--- config.mk ---
export PLATFORM = sky130hd
export DESIGN_NAME = key_matrix_to_ascii_unit
export DESIGN_NICKNAME = d
export VERILOG_FILES = /design/src/rtl/core/kma_pkg.sv /design/src/rtl/core/key_matrix_to_ascii_unit.sv /design/src/rtl/core/kma_lookup.sv /design/src/rtl/core/kma_fold.sv
export SDC_FILE = /design/constraint.sdc
export NUM_CORES = 1
export LEC_CHECK = 0
export ABC_AREA = 0
export CORE_MARGIN = 5
export CORE_UTILIZATION = 65
export CTS_BUF_LIST = sky130_fd_sc_hd__clkbuf_8 sky130_fd_sc_hd__clkbuf_16
export DETAILED_ROUTE_END_ITERATION = 10
export DONT_BUFFER_PORTS = 1
export PLACE_DENSITY = 0.88
export SLEW_MARGIN = 5
export SYNTH_ARGS = -nofsm -noshare
export SYNTH_HDL_FRONTEND = slang
export SYNTH_HIERARCHICAL = 1
export SYNTH_SLANG_ARGS = --single-unit
--- constraint.sdc ---
create_clock -name clk -period 8.26 [get_ports clk]
set_input_delay 1.652 -clock clk [delete_from_list [all_inputs] [get_ports clk]]
set_output_delay 1.652 -clock clk [all_outputs]
set_load 0.005 [all_outputs]
--- src/rtl/core/kma_pkg.sv ---
// Shared types, constants and the key translation ROM of the key matrix encoder.
package kma_pkg;

	localparam int unsigned TABLE_ENTRIES = 70;
	localparam int unsigned MATRIX_COLS   = 10;
	localparam int unsigned IX_W          = $clog2(TABLE_ENTRIES);

	// Tab code after reset
	localparam logic [7:0] TAB_CODE_RESET = 8'h09;

	// Translation ROM, row-major, 10 columns per row
	localparam logic [7:0] KEY_ROM [TABLE_ENTRIES] = '{
		8'h71, 8'h33, 8'h34, 8'h35, 8'h84, 8'h38, 8'h87, 8'h2D, 8'h5E, 8'h8C,
		8'h80, 8'h77, 8'h65, 8'h74, 8'h37, 8'h69, 8'h39, 8'h30, 8'h5F, 8'h8E,
		8'h31, 8'h32, 8'h64, 8'h72, 8'h36, 8'h75, 8'h6F, 8'h70, 8'h5B, 8'h8F,
		8'h01, 8'h61, 8'h78, 8'h66, 8'h79, 8'h6A, 8'h6B, 8'h40, 8'h3A, 8'h0D,
		8'h02, 8'h73, 8'h63, 8'h67, 8'h68, 8'h6E, 8'h6C, 8'h3B, 8'h5D, 8'h7F,
		8'h00, 8'h7A, 8'h20, 8'h76, 8'h62, 8'h6D, 8'h2C, 8'h2E, 8'h2F, 8'h8B,
		8'h1B, 8'h81, 8'h82, 8'h83, 8'h85, 8'h86, 8'h88, 8'h89, 8'h5C, 8'h8D
	};

	// One input beat
	typedef struct packed {
		logic [6:0] key_number;
		logic       ctrl_down;
		logic       shift_down;
		logic       shift_enable;
		logic       shift_lock_active;
		logic       caps_lock_active;
		logic       second_key_held;
	} key_item_t;

	// ROM lookup result
	typedef struct packed {
		logic [7:0] code;
		logic       invalid;
	} lookup_t;

	// One result beat
	typedef struct packed {
		logic [7:0] char_code;
		logic       printable;
		logic       cancelled;
		logic       invalid_key;
	} result_t;

endpackage

--- src/rtl/core/key_matrix_to_ascii_unit.sv ---
// Top level of the key matrix to character code encoder.
//
// Input channel (in_valid/in_ready): one beat per key event, carrying the key
// number and the modifier state. Output channel (out_valid/out_ready): one
// result beat per input beat, in order, with the character code, a printable
// flag, a rollover cancel flag and an invalid key flag.
// Configuration channel (cfg_valid/cfg_ready/cfg_data) writes the tab code;
// it is always ready. The user must write it only while the block is idle;
// the block itself does not enforce this. Two register stages: an input
// register, then ROM lookup and modifier folding into the result register.
// A result passes the input register, then the result register. Throughput
// is one beat per cycle while the receiver keeps out_ready high.
// When the receiver stalls, the result register holds and the input register
// keeps accepting until it too is full; in_ready then follows out_ready.
// Reset clears both stage valids and restores the tab code to 0x09.
module key_matrix_to_ascii_unit (
	input  logic       clk,
	input  logic       arst_n,
	// configuration
	input  logic       cfg_valid,
	output logic       cfg_ready,
	input  logic [7:0] cfg_data,
	// input channel
	input  logic       in_valid,
	output logic       in_ready,
	input  logic [6:0] key_number,
	input  logic       ctrl_down,
	input  logic       shift_down,
	input  logic       shift_enable,
	input  logic       shift_lock_active,
	input  logic       caps_lock_active,
	input  logic       second_key_held,
	// output channel
	output logic       out_valid,
	input  logic       out_ready,
	output logic [7:0] char_code,
	output logic       printable,
	output logic       cancelled,
	output logic       invalid_key
);

	logic [7:0]         tab_q;
	logic               valid_s1;
	logic               valid_s2;
	kma_pkg::key_item_t item_s1;
	kma_pkg::lookup_t   lookup;
	kma_pkg::result_t   result;
	kma_pkg::result_t   result_s2;
	logic               adv_s2;

	// Tab code register
	assign cfg_ready = 1'b1;
	always_ff @(posedge clk or negedge arst_n) begin
		if (!arst_n) begin
			tab_q <= kma_pkg::TAB_CODE_RESET;
		end else if (cfg_valid && cfg_ready) begin
			tab_q <= cfg_data;
		end
	end

	// Handshake: result register frees up or is empty
	assign adv_s2   = !valid_s2 || out_ready;
	assign in_ready = !valid_s1 || adv_s2;

	// Stage 1: input register
	always_ff @(posedge clk or negedge arst_n) begin
		if (!arst_n) begin
			valid_s1 <= 1'b0;
		end else if (in_ready) begin
			valid_s1 <= in_valid;
		end
	end

	always_ff @(posedge clk) begin
		if (in_valid && in_ready) begin
			item_s1.key_number        <= key_number;
			item_s1.ctrl_down         <= ctrl_down;
			item_s1.shift_down        <= shift_down;
			item_s1.shift_enable      <= shift_enable;
			item_s1.shift_lock_active <= shift_lock_active;
			item_s1.caps_lock_active  <= caps_lock_active;
			item_s1.second_key_held   <= second_key_held;
		end
	end

	// Lookup and modifier folding
	kma_lookup u_lookup (
		.key_number (item_s1.key_number),
		.tab_code   (tab_q),
		.lookup     (lookup)
	);

	kma_fold u_fold (
		.item   (item_s1),
		.lookup (lookup),
		.result (result)
	);

	// Stage 2: result register
	always_ff @(posedge clk or negedge arst_n) begin
		if (!arst_n) begin
			valid_s2 <= 1'b0;
		end else if (adv_s2) begin
			valid_s2 <= valid_s1;
		end
	end

	always_ff @(posedge clk) begin
		if (adv_s2 && valid_s1) begin
			result_s2 <= result;
		end
	end

	assign out_valid   = valid_s2;
	assign char_code   = result_s2.char_code;
	assign printable   = result_s2.printable;
	assign cancelled   = result_s2.cancelled;
	assign invalid_key = result_s2.invalid_key;

endmodule

--- src/rtl/core/kma_lookup.sv ---
// Key number range check and translation ROM lookup.
module kma_lookup (
	input  logic [6:0]       key_number,
	input  logic [7:0]       tab_code,
	output kma_pkg::lookup_t lookup
);

	logic [2:0]              row;
	logic [3:0]              col;
	logic [2:0]              row_m1;
	logic [6:0]              ix_full;
	logic [kma_pkg::IX_W-1:0] rom_ix;
	logic                    invalid;
	logic [7:0]              rom_code;

	// Split the key number and flag keys outside the matrix
	assign row     = key_number[6:4];
	assign col     = key_number[3:0];
	assign invalid = (row == 3'd0) || (col >= 4'(kma_pkg::MATRIX_COLS));

	// Index = (row - 1) * 10 + col, as two shifts and adds
	assign row_m1  = row - 3'd1;
	assign ix_full = {1'b0, row_m1, 3'b000} + {3'b000, row_m1, 1'b0} + {3'b000, col};
	assign rom_ix  = invalid ? '0 : ix_full[kma_pkg::IX_W-1:0];

	assign rom_code = kma_pkg::KEY_ROM[rom_ix];

	// Zero entry stands for the configured tab code
	always_comb begin
		lookup.invalid = invalid;
		lookup.code    = (rom_code == 8'h00) ? tab_code : rom_code;
	end

endmodule

--- src/rtl/core/kma_fold.sv ---
// Modifier chain: control folding, shift lock, caps lock, shift key.
module kma_fold (
	input  kma_pkg::key_item_t item,
	input  kma_pkg::lookup_t   lookup,
	output kma_pkg::result_t   result
);

	localparam logic [7:0] XOR_COMMON  = 8'h30;
	localparam logic [7:0] SWAP_A      = 8'h6F;
	localparam logic [7:0] SWAP_B      = 8'h50;
	localparam logic [7:0] XOR_SWAP    = 8'h1F;
	localparam logic [7:0] PUNCT_LOW   = 8'h21;
	localparam logic [7:0] XOR_CASE    = 8'h10;
	localparam logic [7:0] CTRL_GRAVE  = 8'h60;
	localparam logic [7:0] CTRL_UNDER  = 8'h5F;
	localparam logic [7:0] CHAR_AT     = 8'h40;
	localparam logic [7:0] CHAR_DEL    = 8'h7F;
	localparam logic [7:0] CHAR_SPACE  = 8'h20;
	localparam logic [7:0] CHAR_TOP    = 8'h80;
	localparam logic [7:0] CTRL_MASK   = 8'h1F;

	function automatic logic [7:0] fold_common(input logic [7:0] c);
		logic [7:0] t;
		t = c ^ XOR_COMMON;
		if (t == SWAP_A || t == SWAP_B) t = t ^ XOR_SWAP;
		if (t >= PUNCT_LOW) t = t ^ XOR_CASE;
		return t;
	endfunction

	function automatic logic [7:0] fold_shift(input logic [7:0] c);
		logic [7:0] t;
		t = c;
		priority if (c == CHAR_SPACE || c == CHAR_AT || c == CHAR_DEL) begin
			t = c;
		end else if (c < CHAR_AT) begin
			t = (c >= PUNCT_LOW) ? (c ^ XOR_CASE) : c;
		end else if (c > CHAR_DEL) begin
			t = c ^ XOR_CASE;
		end else begin
			t = fold_common(c);
		end
		return t;
	endfunction

	function automatic logic [7:0] fold_ctrl(input logic [7:0] c);
		logic [7:0] t;
		if (c == CHAR_DEL) begin
			t = c;
		end else begin
			t = fold_common(c);
			if (t == CTRL_GRAVE) t = CTRL_UNDER;
			else if (t >= CHAR_AT) t = t & CTRL_MASK;
		end
		return t;
	endfunction

	function automatic logic is_letter(input logic [7:0] c);
		return (c >= 8'h61 && c <= 8'h7A) || (c >= 8'h41 && c <= 8'h5A);
	endfunction

	logic [7:0] a_ctrl;
	logic [7:0] a_lock;
	logic [7:0] a_shift;
	logic       caps_skipped;
	logic       shift_apply;

	// Control stage
	assign a_ctrl = item.ctrl_down ? fold_ctrl(lookup.code) : lookup.code;

	// Shift lock wins over caps lock; caps lock touches letters only
	always_comb begin
		caps_skipped = 1'b0;
		priority if (item.shift_lock_active) begin
			a_lock = fold_shift(a_ctrl);
		end else if (item.caps_lock_active) begin
			if (is_letter(a_ctrl)) begin
				a_lock = fold_shift(a_ctrl);
			end else begin
				a_lock       = a_ctrl;
				caps_skipped = 1'b1;
			end
		end else begin
			a_lock = a_ctrl;
		end
	end

	// Shift key stage
	assign shift_apply = item.shift_down && (caps_skipped || item.shift_enable);
	assign a_shift     = shift_apply ? fold_shift(a_lock) : a_lock;

	// Final result with invalid and rollover cancel cases
	always_comb begin
		result = '0;
		priority if (lookup.invalid) begin
			result.invalid_key = 1'b1;
		end else if (item.second_key_held && (item.ctrl_down || shift_apply)) begin
			result.cancelled = 1'b1;
		end else begin
			result.char_code = a_shift;
			result.printable = (a_shift > CHAR_SPACE) && (a_shift < CHAR_TOP);
		end
	end

endmodule
==> results.tsv <==
stage	metric	value	unit
detailed_routing	dr_total_vias	3730	
cts	cts_tree	done	
yosys	netlist_top_cells_area	edfxtp_1 (19%), dfrtp_1 (5.3%), ha_1 (5.0%)	
yosys	ys_ff_latch	34	
cts	cts_max_level	2	
pwr	swShare	47.62	%
global_routing	antenna_found_initial	0	
detailed_routing	dr_wl_met3	1228	um
final_layout	drive_gt1_share	15.29	%
worst_setup_path	critPathKind	reg -> reg	
global_routing	grt_pass1_wl	16370	um
pwr	p_per_area	278.8	mW/mm^2
worst_setup_path	cp.arrival	7840	ps
timing	skew	7.255	ps
timing	period_share	93.67	%
place	portBuffers	0	
status	status	finished, final reports clean	
timing	fmax	129.2	MHz
cts	clock_latency	290	ps
yosys	syn_inst	439	
timing	tns	0	ps
cts	clock-root-buffer	clkbuf_8	
place	place_area	0.003741	mm^2
cts	cts_buffers	5	
global_routing	gr-total-overflow	0	
yosys	avgSynthCellArea	8.530	um^2
final_layout	fill_cells	423	
global_routing	grt_pass1_vias	3412	
yosys	async_reset_ff_share	29.41	%
final_layout	num_antenna_cells	0	
yosys	synth_top_area_cell	edfxtp_1	
pwr	internal-power	0.5744	mW
yosys	synth-seq-area-share	25.99	%
yosys	ys_types	83	
worst_setup_path	endpoint_kind	register	
detailed_routing	vias_per_cell	7.505	
global_routing	grt_max_degree	31	
detailed_routing	dr.pass1.iters	8	
yosys	synth-main-ff-cell	edfxtp_1	
cts	cts_buffer_depth	2	
timing	setup_viol	0	
timing	worst_pin_slew	900.6	ps
die	initial_core_util	67.59	%
detailed_routing	drt-initial-drc-count	662	
die	io_pins	40	
pwr	p_leak	1.474	nW
pwr	clkPwrFrac	16.2	%
pwr	switchingPower	0.5221	mW
detailed_routing	avgRoutedWirePerCell	20.62	um
detailed_routing	wirelength	10250	um
yosys	synth_top_area_share	19.24	%
yosys	syn_area	0.003745	mm^2
detailed_routing	top_layer	met4	
pwr	comb_power_share	63.9	%
timing	layout_min_cycle_time	7737	ps
worst_setup_path	crit_start	item_s1[10]$_DFFE_PP_	
pwr	power	1.097	mW
global_routing	track_usage	27.53	%
worst_setup_path	required	8360	ps
die	fp.dieH	85.91	um
place	dpl.hpwl	7290	um
timing	max-slew-margin-rel	39.96	%
yosys	synth_warnings	6	
pwr	ir_drop	0.1522	mV
worst_setup_path	crit_fanout	10	
cts	clock_sinks	34	
cts	clk_pin_slew	80	ps
final_layout	area_growth	5.012	%
yosys	synth_edf_count	24	
job	drv_cap	0	
min_path	holdCritStartpoint	valid_s1$_DFFE_PN0P_	
min_path	hp-class	reg -> reg	
die	core_area	0.005540	mm^2
place	place_congestion	1.022	
worst_setup_path	r2r_start	item_s1[10]$_DFFE_PP_	
timing	slew_viol_final	0	
detailed_routing	drc_errors	0	
die	fp-row-count	27	
final_layout	fin_area	0.003933	mm^2
die	die_area	0.007380	mm^2
timing	worst_hold_slack	498.6	ps
pwr	p_seq_share	19.9	%
final_layout	fin_nets	467	
worst_setup_path	critPathLaunchType	register	
detailed_routing	wl_met2	4755	um
die	fp.dieW	85.91	um
yosys	synth_nets	482	
cts	cts_setup_buffers	0	
detailed_routing	ant_nets	0	
detailed_routing	wl_met1	3965	um
final_layout	regArea	973.4	um^2
final_layout	multiInputGateArea	0.002556	mm^2
timing	hold_viol_final	0	
per-layer routing:
layer	GRT usage [%]	up-vias
li1	-	1668
met1	36.62	1706
met2	43.38	309
met3	7.397	47
met4	9.065	0
met5	0	-
what timing repair did:
item / 4_1_cts / 5_1_grt
gates resized for setup: 0 / 6
hold buffers: 0 / 0
setup endpoints to repair: 0 / 7
hold endpoints to repair: 0 / 0
cells in the final DEF, fill, tap and decap left out, types with 5 or more instances in the layout:
cell type	synthesis	final
nor2_1	27	27
nand2_1	27	27
a21oi_1	27	27
edfxtp_1	24	24
inv_1	22	22
nand2b_1	20	20
nand3_1	19	19
o21ai_0	19	19
a31oi_1	15	15
ha_1	15	15
buf_4	5	12
nor3_1	13	11
nand4_1	9	9
mux2_4	8	8
dfrtp_1	8	8
a211oi_1	8	8
o22ai_1	7	7
a311oi_1	7	7
nor2b_1	6	6
o31ai_1	6	6
a21o_1	6	6
nand3b_1	5	5
clkbuf_8	0	5
o21ai_1	5	5
mux2i_1	5	5
registers in the layout, summed over array words and instances, names as in the netlist:
name and cells:
printable 1, tab_q 8, invalid_key 1, valid_s1 1
cancelled 1, char_code 8, item_s1 13, out_valid 1
cell type report:
cell class | count | area share (%)
well taps | 72 | 2.291
flip-flops and latches | 34 | 24.75
clock inverters | 2 | 0.9863
clock buffers | 6 | 2.386
multi-input cells | 347 | 65.00
repair buffers | 12 | 2.291
inverters | 24 | 2.291
power groups by stage:
stage	logic (mW)	registers (mW)	clock network, mW
floorplan	0.538	0.215	0
global placement	0.637	0.220	0
detailed placement	0.649	0.222	0
CTS	0.656	0.219	0.179
global route	0.757	0.221	0.190
finish	0.701	0.218	0.177
stage by stage:
stage | utilization (%) | setup slack, ps | cells
after floorplan | - | 952.2 | 439
after global placement | 67.52 | 586.0 | 488
after detailed placement | 67.52 | 319.5 | 488
after CTS | 69.92 | 215.9 | 496
after global routing | 70.98 | -40.78 | 497
final | 70.98 | 522.9 | 497
worst max-delay path, cell delays in order, from the launching register on:
cell and delay [ps]:
edfxtp_1 420, inv_1 140, ha_1 210, xor2_2 290, inv_2 130, fa_1 390, inv_1 60, ha_1 530
nor2_1 130, nor3_1 500, o211ai_1 320, nand3b_1 340, a2111oi_4 440, or3b_4 460, o22ai_1 200, buf_4 210
nand2b_1 250, nor3_2 100, nor3_2 350, a31oi_1 230, a311o_1 470, and2_4 230, or3b_1 370, a21o_1 190
a2111o_1 460, o31ai_1 110
path summary, 6_finish.rpt:
| check | endpoint | slack [ps] | cells past startpoint |
|---|---|---|---|
| max | char_code[2]$_DFFE_PP_ | 520 | 25 |
| min | out_valid$_DFFE_PN0P_ | 500 | 1 |
| max reg2reg | char_code[2]$_DFFE_PP_ | 520 | 25 |
| min reg2reg | out_valid$_DFFE_PN0P_ | 500 | 1 |
| max in group asynchronous | tab_q[0]$_DFFE_PN1P_ | 7050 | 0 |
| min in group asynchronous | tab_q[2]$_DFFE_PN0P_ | 1040 | 0 |
cell families (layout without fill, tap and decap cells):
logic type	count (synthesis)	count (layout)	synth area share (%)
adders and majority gates	17	17	6.081
xor gates and xnor gates	3	4	1.103
and+or+nand+nor	158	158	23.69
AOI/OAI and AO/OA	150	150	29.07
buffers and inverters	59	44	7.317
DFF	34	34	25.99
other	1	1	0.1001
muxes	17	17	6.649
Yosys cell counts, drive strengths merged (3+ instances only):
cell and n:
nor2 28, a21oi 27, nand2 27, edfxtp 24, o21ai 24, inv 23
nand2b 20, nand3 20, buf 18, clkbuf 17, a31oi 15, ha 15
nor3 13, a211oi 9, mux2 9, nand4 9, dfrtp 8, a311oi 7
o22ai 7, a21o 6, nor2b 6, nor4 6, o31ai 6, a2111oi 5
and2 5, mux2i 5, nand3b 5, and3 4, o211ai 4, o21a 4
o41ai 4, a31o 3, mux4 3, nor3b 3, o21bai 3, or3 3
or4 3
(Power assumes the default switching activity.)
